`config.mk`:
```
export PLATFORM = sky130hd
export DESIGN_NAME = proximity_track_table_unit
export DESIGN_NICKNAME = d
export VERILOG_FILES = /design/src/pttu_pkg.sv /design/src/proximity_track_table_unit.sv /design/src/pttu_ram.sv
export SDC_FILE = /design/constraint.sdc
export NUM_CORES = 2
export LEC_CHECK = 0
export BUFFER_PORTS_ARGS = -buffer_cell sky130_fd_sc_hd__buf_2
export CAP_MARGIN = 20
export CORE_MARGIN = 1
export CORE_UTILIZATION = 55
export CTS_CLUSTER_DIAMETER = 40
export DETAILED_ROUTE_END_ITERATION = 10
export PLACE_DENSITY = 0.71
export SLEW_MARGIN = 15
export SYNTH_ARGS = -nofsm -noshare
export SYNTH_HDL_FRONTEND = slang
export SYNTH_SLANG_ARGS = --single-unit
```
`constraint.sdc`:
```
create_clock -name clk -period 17.52 [get_ports clk]
set_input_delay 2.628 -clock clk [delete_from_list [all_inputs] [get_ports clk]]
set_output_delay 2.628 -clock clk [all_outputs]
set_load 0.01 [all_outputs]
```
`src/pttu_pkg.sv`:
```
// Package of the proximity track table: sizes, codes, item, result, entry and state types.
// No dependencies.
`timescale 1ns / 1ps
package pttu_pkg;
	localparam int TABLE_DEPTH = 16;
	localparam int ID_MAX = 65000;
	localparam int IDX_W = (TABLE_DEPTH > 1) ? $clog2(TABLE_DEPTH) : 1;
	localparam int CNT_W = $clog2(TABLE_DEPTH + 1);

	localparam logic [1:0] ST_MATCHED = 2'd0;
	localparam logic [1:0] ST_ADDED   = 2'd1;
	localparam logic [1:0] ST_DROPPED = 2'd2;
	localparam logic [1:0] ST_ENTRY   = 2'd0;
	localparam logic [1:0] ST_EMPTY   = 2'd1;
	localparam logic KIND_DET = 1'b0;
	localparam logic KIND_REP = 1'b1;
	localparam logic MODE_DET = 1'b0;
	localparam logic REG_RADIUS = 1'b0;
	localparam logic REG_LIFETIME = 1'b1;

	typedef struct packed {
		logic mode;
		logic signed [23:0] pos_x;
		logic signed [23:0] pos_y;
		logic [31:0] time_now;
	} item_t;

	typedef struct packed {
		logic kind;
		logic [1:0] status;
		logic [15:0] track_id;
		logic signed [23:0] out_x;
		logic signed [23:0] out_y;
		logic last;
	} result_t;

	typedef struct packed {
		logic [23:0] x;
		logic [23:0] y;
		logic [31:0] stamp;
		logic [15:0] ident;
	} entry_t;

	localparam int ENTRY_W = $bits(entry_t);

	typedef enum logic [2:0] {
		S_IDLE, S_DRD, S_DSQ, S_DCMP, S_RRD, S_REV, S_RFIN
	} state_t;
endpackage

```
`src/proximity_track_table_unit.sv`:
```
// Top level of the proximity track table: sequencer around one entry RAM.
// Depends on pttu_pkg and pttu_ram.
`timescale 1ns / 1ps
// An item is taken when start is high while busy is low. A detection item
// (mode 0) scans the stored entries oldest first for one closer than the
// match radius; a match refreshes its timestamp, otherwise the point is
// appended with the next id, or dropped when the table is full. It always
// gives one result. A report item (mode 1) walks the table once, compacting
// out entries older than the lifetime, and reports every survivor, the last
// one marked; an empty table gives nothing, a fully expired one gives one
// empty marker.
// Each result is shown for one cycle with result_valid high; the receiver
// cannot stall, so every result is a transfer in the cycle it appears.
// A detection reads, squares and compares each stored entry in turn (S_DRD,
// S_DSQ, S_DCMP) until a match or the end of the table; a report reads and
// evaluates each stored entry in turn (S_RRD, S_REV) and finishes in S_RFIN.
// The entry RAM has a single read port and a registered read. No new item
// is taken while busy is high.
// busy drops in the cycle the last result is shown. Reset empties the table
// (count and next id to zero) and loads radius 200 and lifetime 550; the RAM
// is not cleared. Registers: byte 0 (match_radius), byte 4 (lifetime).
module proximity_track_table_unit
	import pttu_pkg::*;
(
	input  logic clk,
	input  logic arst_n,
	input  logic start,
	output logic busy,
	input  item_t item,
	output logic result_valid,
	output result_t result,
	input  logic psel,
	input  logic penable,
	input  logic pwrite,
	input  logic [2:0] paddr,
	input  logic [31:0] pwdata,
	output logic [31:0] prdata,
	output logic pready
);
	state_t state_q, state_d;
	item_t item_q;
	logic [15:0] radius_q, lifetime_q;
	logic [31:0] r2_q;
	logic [CNT_W-1:0] count_q, count_d, idx_q, idx_d, keep_q, keep_d;
	logic [15:0] next_id_q, next_id_d;
	logic pend_v_q, pend_v_d;
	entry_t pend_q, pend_d;
	entry_t rd_entry, entry_s2;
	logic [31:0] sqx_s2, sqy_s2;
	logic far_s2;
	logic we;
	logic [IDX_W-1:0] waddr, raddr;
	entry_t wdata;
	logic emit;
	result_t emit_res;
	logic [24:0] dx, dy, adx, ady;
	logic [32:0] d2;
	logic [31:0] age;
	logic take;

	assign pready = 1'b1;
	assign busy = (state_q != S_IDLE);
	assign take = start && !busy;
	assign prdata = (paddr[2] == REG_LIFETIME) ? {16'd0, lifetime_q} : {16'd0, radius_q};

	pttu_ram #(.WIDTH(ENTRY_W), .DEPTH(TABLE_DEPTH)) u_ram (
		.clk(clk), .we(we), .waddr(waddr), .wdata(wdata),
		.raddr(raddr), .rdata(rd_entry)
	);

	// Distance terms: anything at least 2^16 away on one axis can never match,
	// so only the low 16 bits of each magnitude are squared.
	assign dx = {rd_entry.x[23], rd_entry.x} - {item_q.pos_x[23], item_q.pos_x};
	assign dy = {rd_entry.y[23], rd_entry.y} - {item_q.pos_y[23], item_q.pos_y};
	assign adx = dx[24] ? (~dx + 25'd1) : dx;
	assign ady = dy[24] ? (~dy + 25'd1) : dy;
	assign d2 = {1'b0, sqx_s2} + {1'b0, sqy_s2};
	assign age = item_q.time_now - rd_entry.stamp;

	always_comb begin
		state_d = state_q;
		count_d = count_q;
		idx_d = idx_q;
		keep_d = keep_q;
		next_id_d = next_id_q;
		pend_v_d = pend_v_q;
		pend_d = pend_q;
		we = 1'b0;
		waddr = idx_q[IDX_W-1:0];
		wdata = '{x: item_q.pos_x, y: item_q.pos_y, stamp: item_q.time_now,
			ident: next_id_q};
		raddr = idx_q[IDX_W-1:0];
		emit = 1'b0;
		emit_res = '{kind: KIND_DET, status: ST_MATCHED, track_id: 16'd0,
			out_x: 24'sd0, out_y: 24'sd0, last: 1'b1};
		unique case (state_q)
			S_IDLE: begin
				idx_d = '0;
				keep_d = '0;
				pend_v_d = 1'b0;
				if (take) begin
					if (item.mode == MODE_DET) begin
						state_d = S_DRD;
					end else if (count_q != '0) begin
						state_d = S_RRD;
					end
				end
			end
			S_DRD: begin
				if (idx_q == count_q) begin
					emit = 1'b1;
					state_d = S_IDLE;
					if (count_q == CNT_W'(TABLE_DEPTH)) begin
						emit_res.status = ST_DROPPED;
					end else begin
						we = 1'b1;
						waddr = count_q[IDX_W-1:0];
						count_d = count_q + 1'b1;
						emit_res.status = ST_ADDED;
						emit_res.track_id = next_id_q;
						next_id_d = (next_id_q >= 16'(ID_MAX)) ? 16'd0 : next_id_q + 16'd1;
					end
				end else begin
					state_d = S_DSQ;
				end
			end
			S_DSQ: state_d = S_DCMP;
			S_DCMP: begin
				if (!far_s2 && (d2 < {1'b0, r2_q})) begin
					we = 1'b1;
					wdata = entry_s2;
					wdata.stamp = item_q.time_now;
					emit = 1'b1;
					emit_res.track_id = entry_s2.ident;
					state_d = S_IDLE;
				end else begin
					idx_d = idx_q + 1'b1;
					state_d = S_DRD;
				end
			end
			S_RRD: state_d = S_REV;
			S_REV: begin
				if (age <= {16'd0, lifetime_q}) begin
					we = 1'b1;
					waddr = keep_q[IDX_W-1:0];
					wdata = rd_entry;
					keep_d = keep_q + 1'b1;
					pend_d = rd_entry;
					pend_v_d = 1'b1;
					if (pend_v_q) begin
						emit = 1'b1;
						emit_res = '{kind: KIND_REP, status: ST_ENTRY,
							track_id: pend_q.ident, out_x: pend_q.x,
							out_y: pend_q.y, last: 1'b0};
					end
				end
				idx_d = idx_q + 1'b1;
				state_d = (idx_q + 1'b1 == count_q) ? S_RFIN : S_RRD;
			end
			S_RFIN: begin
				count_d = keep_q;
				emit = 1'b1;
				state_d = S_IDLE;
				if (pend_v_q) begin
					emit_res = '{kind: KIND_REP, status: ST_ENTRY,
						track_id: pend_q.ident, out_x: pend_q.x,
						out_y: pend_q.y, last: 1'b1};
				end else begin
					emit_res.kind = KIND_REP;
					emit_res.status = ST_EMPTY;
				end
			end
			default: state_d = S_IDLE;
		endcase
	end

	always_ff @(posedge clk or negedge arst_n) begin
		if (!arst_n) begin
			state_q <= S_IDLE;
			count_q <= '0;
			next_id_q <= '0;
			idx_q <= '0;
			keep_q <= '0;
			pend_v_q <= 1'b0;
			radius_q <= 16'd200;
			lifetime_q <= 16'd550;
			result_valid <= 1'b0;
		end else begin
			state_q <= state_d;
			count_q <= count_d;
			next_id_q <= next_id_d;
			idx_q <= idx_d;
			keep_q <= keep_d;
			pend_v_q <= pend_v_d;
			result_valid <= emit;
			if (psel && penable && pwrite) begin
				if (paddr[2] == REG_RADIUS) begin
					radius_q <= pwdata[15:0];
				end else begin
					lifetime_q <= pwdata[15:0];
				end
			end
		end
	end

	// Payload registers: no reset needed.
	always_ff @(posedge clk) begin
		if (take) begin
			item_q <= item;
			r2_q <= radius_q * radius_q;
		end
		pend_q <= pend_d;
		result <= emit_res;
		entry_s2 <= rd_entry;
		far_s2 <= (adx[24:16] != '0) || (ady[24:16] != '0);
		sqx_s2 <= adx[15:0] * adx[15:0];
		sqy_s2 <= ady[15:0] * ady[15:0];
	end
endmodule

```
`src/pttu_ram.sv`:
```
// Generic single-write, single-read synchronous RAM with registered read.
// No dependencies.
`timescale 1ns / 1ps
module pttu_ram #(
	parameter int WIDTH = 8,
	parameter int DEPTH = 16,
	parameter int AW = (DEPTH > 1) ? $clog2(DEPTH) : 1
) (
	input  logic clk,
	input  logic we,
	input  logic [AW-1:0] waddr,
	input  logic [WIDTH-1:0] wdata,
	input  logic [AW-1:0] raddr,
	output logic [WIDTH-1:0] rdata
);
	logic [WIDTH-1:0] mem_q [DEPTH];

	always_ff @(posedge clk) begin
		if (we) begin
			mem_q[waddr] <= wdata;
		end
		rdata <= mem_q[raddr];
	end
endmodule

```
# Yosys cells after proc, flatten, opt, wreduce, memory -nomap -nowiden
# Memories as Yosys holds them, arrays and structs flattened. A register that Yosys moved wholly into a read port is not among the register bits.
# Cells that the tools add are included.
[op_classes]
reduce_logical = 23
eq_ne = 15
magnitude_cmp = 3
multipliers = 3
bitwise_logic = 4
muxes = 50
addsub = 10
[op_table]
columns = ["op", "n"]
rows = [
  ["$mux 96", 2],
  ["$pmux 96 s2", 1],
  ["$mux 68", 2],
  ["$pmux 49 s2", 1],
  ["$mul 16x16->32", 3],
  ["$mux 65", 1],
  ["$mux 16", 4],
  ["$pmux 16 s4", 1],
  ["$add 25x1->25 const B", 2],
  ["$mux 25", 2],
  ["$not 25->25", 2],
  ["$sub 24x24->25", 2],
  ["$add 32x32->33", 1],
  ["$lt 33x32->1", 1],
  ["$le 32x16->1", 1],
  ["$sub 32x32->32", 1],
  ["$mux 5", 4],
  ["$pmux 5 s2", 2],
  ["$mux 18", 1],
  ["$pmux 3 s6", 1],
  ["$reduce_bool 9->1", 2],
  ["$add 16x1->16 const B", 1],
  ["$ge 16x16->1 const B", 1],
  ["$add 5x1->5 const B", 3],
  ["27 further kinds", 66],
]
[totals]
output_inout_bits = 103
n_memories = 1
ram_bits = 1536
register_bits = 441
inputBits = 122
[memory_table]
columns = ["name", "words", "width", "rd", "rd_clocked_by_memory_dff", "wr", "line_no", "source"]
rows = [
  ["u_ram.mem_q", 16, 96, 1, 1, 1, "pttu_ram.sv:16", "logic [WIDTH-1:0] mem_q [DEPTH];"],
]

# Depth between registers and ports, before layout
[depth]
depth_word = 7
depth_mapped = 41

# Modules after synthesis
# A second synthesis with hierarchy kept.
[unflattened]
cells_unflattened = 7161
area_unflattened_um2 = 103655.7
[modules_own_cells]
columns = ["module", "cells_per_inst", "seq_area_each_um2", "instances", "area_each_um2"]
rows = [
  ["pttu_ram", 2460, 48046.1, 1, 59354.4],
  ["proximity_track_table_unit", 4701, 10869.2, 1, 44301.2],
]

# Least setup slack after synthesis
# OpenSTA, ideal clock, no wires.
[synth_timing]
kind = "register -> register"
start = "reg item_q[1] (netlist name)"
end = "mem u_ram.mem_q[0][0] (netlist name), enable pin"
required_ns = 16.824
slack_ns = 4.703
synth_period_minus_slack_ns = 12.817
stages_incl_launch_ff = 21
arrival_time_ns = 12.121
path_cell_list = "edfxtp_1 -> ha_1 -> nor2b_1 -> o31a_1 -> o31ai_2 -> o21ai_1 -> a21o_1 -> a21oi_1 -> xnor2_1 -> ha_1 -> nand4_1 -> or3_1 -> or2_2 -> a221o_1 -> nor3_1 -> nand4_1 -> nor4b_1 -> and3_1 -> buf_2 -> nand2_1 -> o32ai_1"
[synth_via]
elab_chain_cells = 6
[synth_lines]
columns = ["item", "line_no", "source"]
rows = [
  ["start: declaration", "proximity_track_table_unit.sv:41", "item_t item_q;"],
  ["start signal: assignment", "proximity_track_table_unit.sv:209", "item_q <= item;"],
  ["$sub 32x32->32 *", "proximity_track_table_unit.sv:78", "assign age = item_q.time_now - rd_entry.stamp;"],
  ["$le 32x16->1 *", "proximity_track_table_unit.sv:143", "if (age <= {16'd0, lifetime_q}) begin"],
  ["$mux 1", "proximity_track_table_unit.sv:143", ""],
  ["$pmux 1 s3", "proximity_track_table_unit.sv:96", "unique case (state_q)"],
  ["$mux 1", "pttu_ram.sv:19", "if (we) begin"],
  ["$mux 1 (implied by the code)", "pttu_ram.sv:20", "mem_q[waddr] <= wdata;"],
  ["end: declaration", "pttu_ram.sv:16", ""],
]
# Every way passes the cells marked *; elsewhere a longest branch is shown, timed or not.

# Worst setup path after layout
[layout_timing]
start = "reg item_q[40] (netlist name)"
end = "reg sqy_s2[30]"
[layout_via]
elab_chain_cells = 5
[layout_lines]
columns = ["item", "line_no", "source"]
rows = [
  ["$sub 24x24->25 *", "proximity_track_table_unit.sv:74", "assign dy = {rd_entry.y[23], rd_entry.y} - {item_q.pos_y[23], item_q.pos_y};"],
  ["$not 25->25", "proximity_track_table_unit.sv:76", "assign ady = dy[24] ? (~dy + 25'd1) : dy;"],
  ["$add 25x1->25", "proximity_track_table_unit.sv:76", ""],
  ["$mux 25 *", "proximity_track_table_unit.sv:76", ""],
  ["$mul 16x16->32 *", "proximity_track_table_unit.sv:217", "sqy_s2 <= ady[15:0] * ady[15:0];"],
  ["end signal: assignment", "proximity_track_table_unit.sv:217", ""],
  ["end: declaration", "proximity_track_table_unit.sv:49", "logic [31:0] sqx_s2, sqy_s2;"],
]
# Marked as above.
# A chain may end at the register's enable or synchronous reset.

==> metrics.txt <==
worst r2r src=item_q[40]; I/O pin count=225; final net count=8464; worst relative slew slack=0.2658; height of the die=approximately 440 um; critical path class=flop to flop; Area growth, synth to finish=13.48%; most common cell after layout, fill and taps aside=edfxtp_1; crit end category=flop; Critical Path Source=item_q[40]; row count=approximately 160; Worst-Skew Late Latency=950 ps; Synth cell types=97; final wirelength=251800 um; hold buffers post-CTS=0; core area=about 190000 um2; worst slew pin tran=approximately 1100 ps; Max Slew Vio Count=0; WP data arrival=11280 ps; Worst-path clk slew=60 ps; gr ovfl total=0; gr usage total=0.2667; Synth top area share=0.4960; Critical Path RT=18320 ps; share of cells above drive strength 1=0.1869; Via density=5.947; CP startpoint kind=flop; first-pass GRT wire length=378000 um; Seq cells post-synth=approximately 2100; final setup vio count=0; First-pass DRT Iterations=6; Clock Sinks=roughly 2100; Synth Instances=6985; Syn. warnings=0; number of synthesized flops with an enable pin=1711; # resized after CTS=0; Post-synth ARST share=0.03285; Mapped Avg Cell Area=14.83 um2; status=completed; HPWL after DPL=roughly 160000 um; Setup Buffers After CTS=0; most frequent cells in the layout=edfxtp_1 (1711), inv_1 (888), fa_1 (491); Fin. Hold Viols=0; Seq/Total Area, Yosys=0.5687; Die Wd=436.0 um; IO Port Bufs=189; Top Usage Layer GRT=met2; Post-DRT Antenna Nets=0; Max Cap Viol=0; slowest cell delay on critical path=760 ps; top post-synthesis cells by area=edfxtp_1 (50%), mux4_2 (10%), fa_1 (9.5%), dfxtp_1 (5.6%), ha_1 (5.5%); vias in the first global route=about 63000; synthesized area=103600 um2; Min-Delay Path Class=flop to flop; met1 usage=0.3395; Root Buffer Master=clkbuf_16; initial drt markers=5903; fmax=95.48 MHz; Longest Clk Path Bufs=4; die area=190100 um2; grt met3 use=0.04329; pin count of the biggest net entering global routing=97; crit share post-route=0.5978; biggest area consumer among synthesized cells=edfxtp_1; Initial Util=0.5563; Slowest-stage cell, CP=a2111oi_0; final setup TNS=0 ps; Tmin final=10470 ps; Final Skew=around 86 ps; Worst path most repeated cell=inv_1; DR vias=59980; CTS tree=built; DRC=0; Worst Path Max Fanout=16; CTS Buf Count=281; min-delay src=u_ram.rdata[5]; # H-tree levels=5; met2 Track Usage GR=0.4503; initial antenna violation count=5; WL/cell=between 20 and 25 um; Main synth FF type=edfxtp_1; RePlAce Congestion=0.9048; RSZ-0062 raised after global routing=no
-- logic make-up (layout without fill, tap and decap cells) --
group | after synthesis | in the layout | synth area share
adder cells (fa/ha/maj) | 949 | 949 | 0.1502
AO/OA/AOI/OAI | 772 | 772 | 0.04853
XOR/XNOR | 227 | 227 | 0.01919
AND/OR/NAND/NOR | 1254 | 1254 | 0.05767
multiplexers | 565 | 565 | 0.1131
flip-flops | 2070 | 2070 | 0.5687
buffers and inverters | 1146 | 1749 | 0.04247
other | 2 | 19 | 0.00007250
-- final timing paths --
check,end,slack (ps),cells past startpoint
max,sqy_s2[30],7050,39
min,entry_s2[5],370,0
max reg2reg,sqy_s2[30],7050,39
min reg2reg,entry_s2[5],370,0
max in group asynchronous,idx_q[2],14860,2
min in group asynchronous,next_id_q[11],1930,2
-- layer usage --
metal,vias up,share of wire
li1,26150,-
met1,30620,0.37
met2,2673,0.50
met3,536,0.077
met4,2,0.047
met5,-,0.000032
-- flip-flops by register name, summed over array words and instances, names as in the netlist --
| register | cells |
|---|---|
| u_ram.rdata | 96 |
| result_valid | 1 |
| pend_q | 64 |
| idx_q | 5 |
| next_id_q | 16 |
| u_ram.mem_q | 1536 |
| result | 68 |
| state_q | 3 |
| item_q | 80 |
| entry_s2 | 64 |
| radius_q | 16 |
| r2_q | 31 |
| sqx_s2 | 31 |
| pend_v_q | 1 |
| far_s2 | 1 |
| sqy_s2 | 31 |
| lifetime_q | 16 |
| count_q | 5 |
| keep_q | 5 |
-- stage by stage --
step | setup WS [ps] | area, um2 | hold slack [ps] | instances | utilization
CTS | 7141 | 117500 | 367.9 | 10080 | 0.6310
finish | 7046 | 117600 | 370.5 | 10090 | 0.6312
global route | 6454 | 117500 | 378.4 | 10080 | 0.6312
global placement | 7321 | 108200 | 354.0 | 9585 | 0.5808
floorplan | 4703 | 103600 | 347.0 | 7000 | -
detailed placement | 7198 | 108200 | 360.6 | 9587 | 0.5810
-- cell type report --
cell class	instances	area [um2]
antenna	2	5.005
sequential	2070	58930
tap	2480	3103
timing repair buffer	352	2225
multi-input combinational	3784	40580
clock inverter	159	1770
inverter	904	3401
fill	13290	68670
clock buffer	334	7545
-- cell usage after synthesis (all sizes together) (33+ instances only) --
cell type / count
buf: 68
edfxtp: 1711
mux2: 45
xnor2: 146
dfrtp: 61
a21o: 116
mux2i: 40
ha: 458
nand2b: 39
and2: 126
a21oi: 182
fa: 491
mux4: 480
nor2: 343
nor3: 67
dfxtp: 291
o21ai: 208
xor2: 81
clkbuf: 174
nor2b: 33
nand2: 402
nand3: 71
inv: 892
-- worst max-delay path: cells and delay by family (launching register included) --
| family | cells | cell delay, ps |
|---|---|---|
| fa+ha+maj | 8 | 3350 |
| simple gates | 7 | 1290 |
| buf+inv | 10 | 1200 |
| flops | 1 | 390 |
| xor+xnor | 2 | 790 |
| compound gates | 12 | 3340 |
Power is not shown: default switching activity piles up to over one toggle a cycle in this logic, so the estimate is an artifact.
